<file path="config.mk">
export PLATFORM = sky130hd
export DESIGN_NAME = three_rotor_cipher_top
export DESIGN_NICKNAME = d
export VERILOG_FILES = /design/src/rtl/rtc_pkg.sv /design/src/rtl/rtc_rotor_mem.sv /design/src/rtl/three_rotor_cipher_top.sv
export SDC_FILE = /design/constraint.sdc
export NUM_CORES = 1
export LEC_CHECK = 0
export BUFFER_PORTS_ARGS = -buffer_cell sky130_fd_sc_hd__buf_2
export CORE_MARGIN = 2
export CORE_UTILIZATION = 55
export CTS_BUF_LIST = sky130_fd_sc_hd__clkbuf_16
export DETAILED_ROUTE_END_ITERATION = 10
export PLACE_DENSITY_LB_ADDON = 0.12
export SLEW_MARGIN = 10
export SYNTH_ARGS = -nofsm -noshare
export SYNTH_HDL_FRONTEND = slang
export SYNTH_SLANG_ARGS = --single-unit
</file>
<file path="constraint.sdc">
create_clock -name clk -period 6.7 [get_ports clk]
set_input_delay 1.34 -clock clk [delete_from_list [all_inputs] [get_ports clk]]
set_output_delay 1.34 -clock clk [all_outputs]
set_load 0.005 [all_outputs]
</file>
<file path="src/rtl/rtc_pkg.sv">
package rtc_pkg;

	// Default number of entries in each rotor table.
	localparam int ROTOR_LENGTH_DEF = 27;

	// Field widths of the command and result channels.
	localparam int CMD_W = 2;
	localparam int SEL_W = 2;
	localparam int POS_W = 5;
	localparam int SYM_W = 8;

	// Command codes.
	localparam logic [CMD_W-1:0] CMD_LOAD   = 2'd0;
	localparam logic [CMD_W-1:0] CMD_ENCODE = 2'd1;
	localparam logic [CMD_W-1:0] CMD_DECODE = 2'd2;
	localparam logic [CMD_W-1:0] CMD_NONE   = 2'd3;

	// Rotor selection codes for a load.
	localparam logic [SEL_W-1:0] SEL_OUTER  = 2'd0;
	localparam logic [SEL_W-1:0] SEL_MIDDLE = 2'd1;
	localparam logic [SEL_W-1:0] SEL_INNER  = 2'd2;
	localparam logic [SEL_W-1:0] SEL_NONE   = 2'd3;

	// The one non-letter symbol that is substituted.
	localparam logic [SYM_W-1:0] HASH_SYM = 8'h23;

	// True for bytes that go through the rotors: letters and the hash sign.
	function automatic logic is_cipher_symbol(input logic [SYM_W-1:0] b);
		logic upper;
		logic lower;
		upper = (b >= 8'h41) && (b <= 8'h5A);
		lower = (b >= 8'h61) && (b <= 8'h7A);
		return upper || lower || (b == HASH_SYM);
	endfunction

endpackage

</file>
<file path="src/rtl/rtc_rotor_mem.sv">
module rtc_rotor_mem #(
	parameter int DEPTH = rtc_pkg::ROTOR_LENGTH_DEF,
	parameter int IDX_W = $clog2(rtc_pkg::ROTOR_LENGTH_DEF)
) (
	input  logic                     clk,
	input  logic                     we,
	input  logic [IDX_W-1:0]         waddr,
	input  logic [rtc_pkg::SYM_W-1:0] wdata,
	input  logic [IDX_W-1:0]         raddr,
	output logic [rtc_pkg::SYM_W-1:0] rdata
);
	import rtc_pkg::*;

	logic [SYM_W-1:0] mem [DEPTH];

	// Single write port; the table has no reset and is defined once loaded.
	always_ff @(posedge clk) begin
		if (we) begin
			mem[waddr] <= wdata;
		end
	end

	// Registered read port.
	always_ff @(posedge clk) begin
		rdata <= mem[raddr];
	end

endmodule

</file>
<file path="src/rtl/three_rotor_cipher_top.sv">
// Three-rotor substitution cipher on byte symbols.
//
// Command channel: a transaction is taken at a rising clock edge where start
// is high and busy is low. cmd selects a rotor entry load, an encode or a
// decode; rotor_select, position and symbol carry the operands.
// A load writes one table entry and clears all rotor offsets; it returns
// no result. An encode or decode returns one result on
// out_symbol and not_found, shown for exactly one cycle while done is high.
// The receiver cannot stall, so a result is simply gone after that cycle.
//
// A byte that is not a letter or '#' is returned unchanged. A substituted
// byte runs up to two linear searches through a rotor table, one entry
// compared per cycle on a single comparator behind a registered memory read,
// each hit followed by a lookup in ST_LOOK and ST_LOOKW; a search with no
// match ends with not_found high. busy stays high throughout an encode or
// decode. The rotor offsets step as the result is delivered.
//
// Reset clears the sequencer and all three rotor offsets; the rotor tables
// keep no reset value and must be loaded before use.
module three_rotor_cipher_top #(
	parameter int ROTOR_LENGTH = rtc_pkg::ROTOR_LENGTH_DEF
) (
	input  logic                      clk,
	input  logic                      arst_n,
	input  logic                      start,
	output logic                      busy,
	input  logic [rtc_pkg::CMD_W-1:0] cmd,
	input  logic [rtc_pkg::SEL_W-1:0] rotor_select,
	input  logic [rtc_pkg::POS_W-1:0] position,
	input  logic [rtc_pkg::SYM_W-1:0] symbol,
	output logic                      done,
	output logic [rtc_pkg::SYM_W-1:0] out_symbol,
	output logic                      not_found
);
	import rtc_pkg::*;

	localparam int IDX_W = $clog2(ROTOR_LENGTH);
	localparam logic [IDX_W-1:0] LAST_IDX = IDX_W'(ROTOR_LENGTH - 1);
	localparam logic [IDX_W-1:0] LEN_IDX  = IDX_W'(ROTOR_LENGTH);

	typedef enum logic [4:0] {
		ST_IDLE  = 5'b00001,
		ST_SRCH  = 5'b00010,
		ST_LOOK  = 5'b00100,
		ST_LOOKW = 5'b01000,
		ST_OUT   = 5'b10000
	} state_t;

	typedef enum logic [1:0] {
		TBL_OUTER,
		TBL_MIDDLE,
		TBL_INNER
	} tbl_t;

	state_t            state_q;
	state_t            state_next;
	logic              dec_q;
	logic              phase2_q;
	logic [SYM_W-1:0]  key_q;
	logic [IDX_W-1:0]  p_q;
	logic [IDX_W-1:0]  pos_q;
	logic [IDX_W-1:0]  p_s1;
	logic              v_s1;
	logic [SYM_W-1:0]  res_q;
	logic              miss_q;
	logic [IDX_W-1:0]  outer_off_q;
	logic [IDX_W-1:0]  middle_off_q;
	logic [IDX_W-1:0]  inner_off_q;

	logic              accept;
	logic              load_ok;
	logic [IDX_W-1:0]  load_idx;
	logic              we_outer;
	logic              we_middle;
	logic              we_inner;
	tbl_t              tbl;
	logic [IDX_W-1:0]  rd_pos;
	logic [IDX_W-1:0]  rd_off;
	logic [IDX_W-1:0]  raddr;
	logic [SYM_W-1:0]  rd_outer;
	logic [SYM_W-1:0]  rd_middle;
	logic [SYM_W-1:0]  rd_inner;
	logic [SYM_W-1:0]  rd_data;
	logic              hit;
	logic              exhausted;

	assign accept   = start && (state_q == ST_IDLE);
	assign busy     = (state_q != ST_IDLE);
	assign done     = (state_q == ST_OUT);
	assign out_symbol = res_q;
	assign not_found  = miss_q;

	// A load lands only on an existing rotor and an entry inside the table.
	assign load_ok   = accept && (cmd == CMD_LOAD) && (rotor_select != SEL_NONE) &&
		(int'(position) < ROTOR_LENGTH);
	assign load_idx  = IDX_W'(position);
	assign we_outer  = load_ok && (rotor_select == SEL_OUTER);
	assign we_middle = load_ok && (rotor_select == SEL_MIDDLE);
	assign we_inner  = load_ok && (rotor_select == SEL_INNER);

	// Table in use: searches go inner then middle for encode, outer twice for
	// decode; lookups go outer twice for encode, middle then inner for decode.
	always_comb begin
		if (state_q == ST_SRCH) begin
			if (dec_q) begin
				tbl = TBL_OUTER;
			end else begin
				tbl = phase2_q ? TBL_MIDDLE : TBL_INNER;
			end
		end else begin
			if (dec_q) begin
				tbl = phase2_q ? TBL_INNER : TBL_MIDDLE;
			end else begin
				tbl = TBL_OUTER;
			end
		end
	end

	// Offset of the selected rotor and the data returned from it.
	always_comb begin
		unique case (tbl)
			TBL_OUTER: begin
				rd_off  = outer_off_q;
				rd_data = rd_outer;
			end
			TBL_MIDDLE: begin
				rd_off  = middle_off_q;
				rd_data = rd_middle;
			end
			TBL_INNER: begin
				rd_off  = inner_off_q;
				rd_data = rd_inner;
			end
			default: begin
				rd_off  = outer_off_q;
				rd_data = rd_outer;
			end
		endcase
	end

	// Rotor position to table entry: (pos - offset) mod ROTOR_LENGTH.
	assign rd_pos = (state_q == ST_LOOK) ? pos_q : p_q;
	assign raddr  = (rd_pos - rd_off) + ((rd_pos < rd_off) ? LEN_IDX : '0);

	rtc_rotor_mem #(.DEPTH(ROTOR_LENGTH), .IDX_W(IDX_W)) u_outer (
		.clk   (clk),
		.we    (we_outer),
		.waddr (load_idx),
		.wdata (symbol),
		.raddr (raddr),
		.rdata (rd_outer)
	);

	rtc_rotor_mem #(.DEPTH(ROTOR_LENGTH), .IDX_W(IDX_W)) u_middle (
		.clk   (clk),
		.we    (we_middle),
		.waddr (load_idx),
		.wdata (symbol),
		.raddr (raddr),
		.rdata (rd_middle)
	);

	rtc_rotor_mem #(.DEPTH(ROTOR_LENGTH), .IDX_W(IDX_W)) u_inner (
		.clk   (clk),
		.we    (we_inner),
		.waddr (load_idx),
		.wdata (symbol),
		.raddr (raddr),
		.rdata (rd_inner)
	);

	// The shared comparator checks the entry read in the previous cycle.
	assign hit       = v_s1 && (rd_data == key_q);
	assign exhausted = v_s1 && (p_s1 == LAST_IDX);

	// Sequencer next state.
	always_comb begin
		state_next = state_q;
		unique case (state_q)
			ST_IDLE: begin
				if (accept && ((cmd == CMD_ENCODE) || (cmd == CMD_DECODE))) begin
					state_next = is_cipher_symbol(symbol) ? ST_SRCH : ST_OUT;
				end
			end
			ST_SRCH: begin
				if (hit) begin
					state_next = ST_LOOK;
				end else if (exhausted) begin
					state_next = ST_OUT;
				end
			end
			ST_LOOK: begin
				state_next = ST_LOOKW;
			end
			ST_LOOKW: begin
				state_next = phase2_q ? ST_OUT : ST_SRCH;
			end
			ST_OUT: begin
				state_next = ST_IDLE;
			end
			default: begin
				state_next = ST_IDLE;
			end
		endcase
	end

	// Control state and rotor offsets.
	always_ff @(posedge clk or negedge arst_n) begin
		if (!arst_n) begin
			state_q      <= ST_IDLE;
			v_s1         <= 1'b0;
			outer_off_q  <= '0;
			middle_off_q <= '0;
			inner_off_q  <= '0;
		end else begin
			state_q <= state_next;
			v_s1    <= (state_q == ST_SRCH) && (state_next == ST_SRCH);
			if (load_ok) begin
				outer_off_q  <= '0;
				middle_off_q <= '0;
				inner_off_q  <= '0;
			end else if (state_q == ST_OUT) begin
				// Odometer step: each wrap carries into the next rotor.
				if (inner_off_q == LAST_IDX) begin
					inner_off_q <= '0;
					if (middle_off_q == LAST_IDX) begin
						middle_off_q <= '0;
						outer_off_q  <= (outer_off_q == LAST_IDX) ? '0 : outer_off_q + 1'b1;
					end else begin
						middle_off_q <= middle_off_q + 1'b1;
					end
				end else begin
					inner_off_q <= inner_off_q + 1'b1;
				end
			end
		end
	end

	// Transaction payload, search counters and result.
	always_ff @(posedge clk) begin
		p_s1 <= p_q;
		unique case (state_q)
			ST_IDLE: begin
				dec_q    <= (cmd == CMD_DECODE);
				phase2_q <= 1'b0;
				key_q    <= symbol;
				p_q      <= '0;
				res_q    <= symbol;
				miss_q   <= 1'b0;
			end
			ST_SRCH: begin
				if (hit) begin
					pos_q <= p_s1;
				end else if (exhausted) begin
					res_q  <= '0;
					miss_q <= 1'b1;
				end
				if (p_q != LAST_IDX) begin
					p_q <= p_q + 1'b1;
				end
			end
			ST_LOOK: begin
			end
			ST_LOOKW: begin
				if (phase2_q) begin
					res_q <= rd_data;
				end else begin
					key_q    <= rd_data;
					phase2_q <= 1'b1;
					p_q      <= '0;
				end
			end
			ST_OUT: begin
			end
			default: begin
			end
		endcase
	end

endmodule
</file>
==> results.yml <==
synth:
  synth_edf_count: 677
  ys.flop_type: "edfxtp_1"
  synth_warnings: 0
  ys_ff_latch: 727
  synth_top_area_frac: 0.6954
  synth_area_leaders: "edfxtp_1 (70%), mux4_2 (11%), mux2i_1 (4.2%)"
  yosysUniqueCellTypes: 67
  netlist_area_sq_um: 29230
  ys_seq_area_frac: 0.7333
  syn_nets: 1620
  async_flop_share: 0.02889
  synth_cells: 1577
  syn_area_per_cell_sq_um: 18.54
  yosysTopAreaCell: "edfxtp_1"
layout:
  stdcell_area_sq_um: 32950
  finalNonFillerCells: 2417
  drive_gt1_frac: 0.2227
  fillers: 3709
  n_antenna_cell: 0
  nets: 1711
  area_delta_synth_final_pct: 12.70
min_path:
  hp-class: "reg -> reg"
  hold_start: "p_s1[1]$_DFF_P_"
timing:
  period_share: 0.9453
  setup_tns_ns: 0
  maxSlewViolCount: 0
  finalWorstSetupSlack_ns: 0.3666
  hold_viol_final: 0
  tightest_slew_ns: 1.054
  fmax_mhz: 157.9
  period_minus_slack_ns: 6.333
  rsz0062_at_grt: "false"
  setup_viol: 0
  fin_worst_skew_ns: 0.01769
  slew_headroom: 0.2936
die:
  die_y_microns: 234.5
  initial_core_util: 0.5563
  rows: 84
  coreArea_sq_um: 52550
  ios: 31
  dieArea_sq_um: 55010
  die_w_microns: 234.5
place:
  dp_cells: 2280
  dp_hpwl_microns: 40000
  portBuffers: 30
  pre_cts_slack_ns: 0.2573
  gp_congestion: 0.8373
  place_area_sq_um: 30530
clock_tree:
  post_cts_buffers: 0
  cts.htree.levels: 3
  numCtsBuffers: 74
  cts.sinks: 727
  clk_pin_slew_ns: 0.06
  clock_path_buffers: 3
  cts_root_buf: "clkbuf_16"
  cts_tree: "yes"
  clkLatencyLatePin_ns: 0.61
setup_path:
  worstSetupEndpointType: "flip-flop"
  cp_top_family: "adder cells"
  worst_ep_required_time_ns: 7.18
  start_kind: "flip-flop"
  cp_slowest_cell: "fa_4"
  critical_path_arrival_ns: 6.81
  crit_top_cell: "nand2_1"
  worstSetupStartpoint: "state_q[0]$_DFF_PN1_"
  cp_slowest_stage_delay_ns: 0.98
  critPathBufInv: 6
  rr_startpoint: "state_q[0]$_DFF_PN1_"
  worstPathMaxFanout: 35
  worstSetupPathType: "reg -> reg"
route:
  drt_first_iter_violations: 1390
  antenna_left: 0
  vias: 14520
  wirelength_microns: 63120
  wl_per_cell_microns: 26.12
  drc: 0
  via_per_inst: 6.006
  dr.pass1.iters: 5
flow_run:
  cap_viol_max_count: 0
global_routing:
  antenna_found_initial: 0
  grt_overflow: 0
  grt_first_pass_wirelength_microns: 93850
  grt_max_degree: 87
  grt_use_total: 0.2365
  grt_pass1_vias: 14630
outcome:
  status: "completed"
[metal layers]
layer,wire length [microns],part of all wire,up-vias,track usage
met5,0,0,-,0
met4,1772,0.028,0,0.08156
met3,4150,0.066,99,0.04566
met2,29500,0.47,478,0.3606
met1,27700,0.44,7492,0.3469
li1,-,-,6448,-
[logic make-up after synthesis]
group                    count (synthesis)  share of synthesized area
AO/OA/AOI/OAI                          126                    0.02748
XOR/XNOR                                22                   0.007105
adder cells (fa/ha/maj)                 24                    0.01100
flip-flops                             727                     0.7333
buffers and inverters                  111                    0.01742
AND/OR/NAND/NOR                        274                    0.04066
multiplexers                           293                     0.1630
[metrics by stage]
stage / utilization / hold slack [ns]
finish: 0.6269 / 0.4210
global route: 0.6269 / 0.4545
floorplan: - / 0.3995
global placement: 0.5810 / 0.4038
detailed placement: 0.5810 / 0.4110
CTS: 0.6267 / 0.4252
[cells in the mapped netlist (all sizes together), types with 9 or more instances]
cell type	number
edfxtp	677
mux4	144
nor2	144
mux2i	124
nand2	77
o21ai	42
buf	41
clkbuf	36
inv	34
a21oi	33
dfxtp	29
mux2	25
dfrtp	20
ha	20
a21o	14
nand3	12
xor2	12
nand4	10
xnor2	10
a221o	9
[cell usage in the layout (no fill, tap or decap), types with 4 or more instances in the layout]
cell | netlist | final
a21o_1 | 14 | 14
a21oi_1 | 32 | 32
a221o_1 | 9 | 9
buf_12 | 0 | 12
buf_2 | 29 | 29
buf_4 | 2 | 51
bufinv_16 | 0 | 8
clkbuf_16 | 0 | 75
clkinv_1 | 0 | 19
clkinv_2 | 0 | 12
clkinvlp_4 | 0 | 5
dfrtp_1 | 20 | 20
dfxtp_1 | 29 | 29
edfxtp_1 | 677 | 677
ha_1 | 20 | 19
inv_1 | 33 | 44
inv_6 | 0 | 5
mux2_2 | 25 | 25
mux2i_1 | 124 | 123
mux4_2 | 144 | 144
nand2_1 | 77 | 77
nand3_1 | 12 | 12
nand3b_1 | 4 | 4
nand4_1 | 9 | 9
nor2_1 | 143 | 143
nor2b_1 | 5 | 5
o21ai_0 | 29 | 26
o21ai_1 | 12 | 15
xnor2_1 | 8 | 7
xor2_1 | 12 | 12
[cell type report]
class,count,area [sq um],share of cell area
Timing Repair Buffer,92,768.2,0.02332
Multi-Input combinational cell,739,7346,0.2230
Inverter,34,130.1,0.003950
Clock buffer,75,1877,0.05697
Clock inverter,62,526.8,0.01599
Sequential cell,727,21440,0.6507
Tap cell,688,860.8,0.02613
[registers in the layout (all words and copies together), names as in the netlist, 8 cells and up]
name and cells:
key_q 8, out_symbol 8, u_inner.mem 216, u_inner.rdata 8
u_middle.mem 216, u_middle.rdata 8, u_outer.mem 216, u_outer.rdata 8
[repair_timing]
action	4_1_cts	5_1_grt
hold buffers	0	0
resized for setup	0	5
setup endpoints to repair	0	23
[worst paths after layout]
kind / to / slack, ns / cells past startpoint
max reg2reg: u_inner.rdata[1]$_DFF_P_ / 0.37 / 25
min: pos_q[1]$_DFFE_PP_ / 0.42 / 0
min reg2reg: pos_q[1]$_DFFE_PP_ / 0.42 / 0
max: u_inner.rdata[1]$_DFF_P_ / 0.37 / 25
max in group asynchronous: state_q[0]$_DFF_PN1_ / 5.65 / 1
min in group asynchronous: inner_off_q[2]$_DFFE_PN0P_ / 0.69 / 1
Power is not shown: default switching activity piles up to over one toggle a cycle in this logic, so the estimate is an artifact.
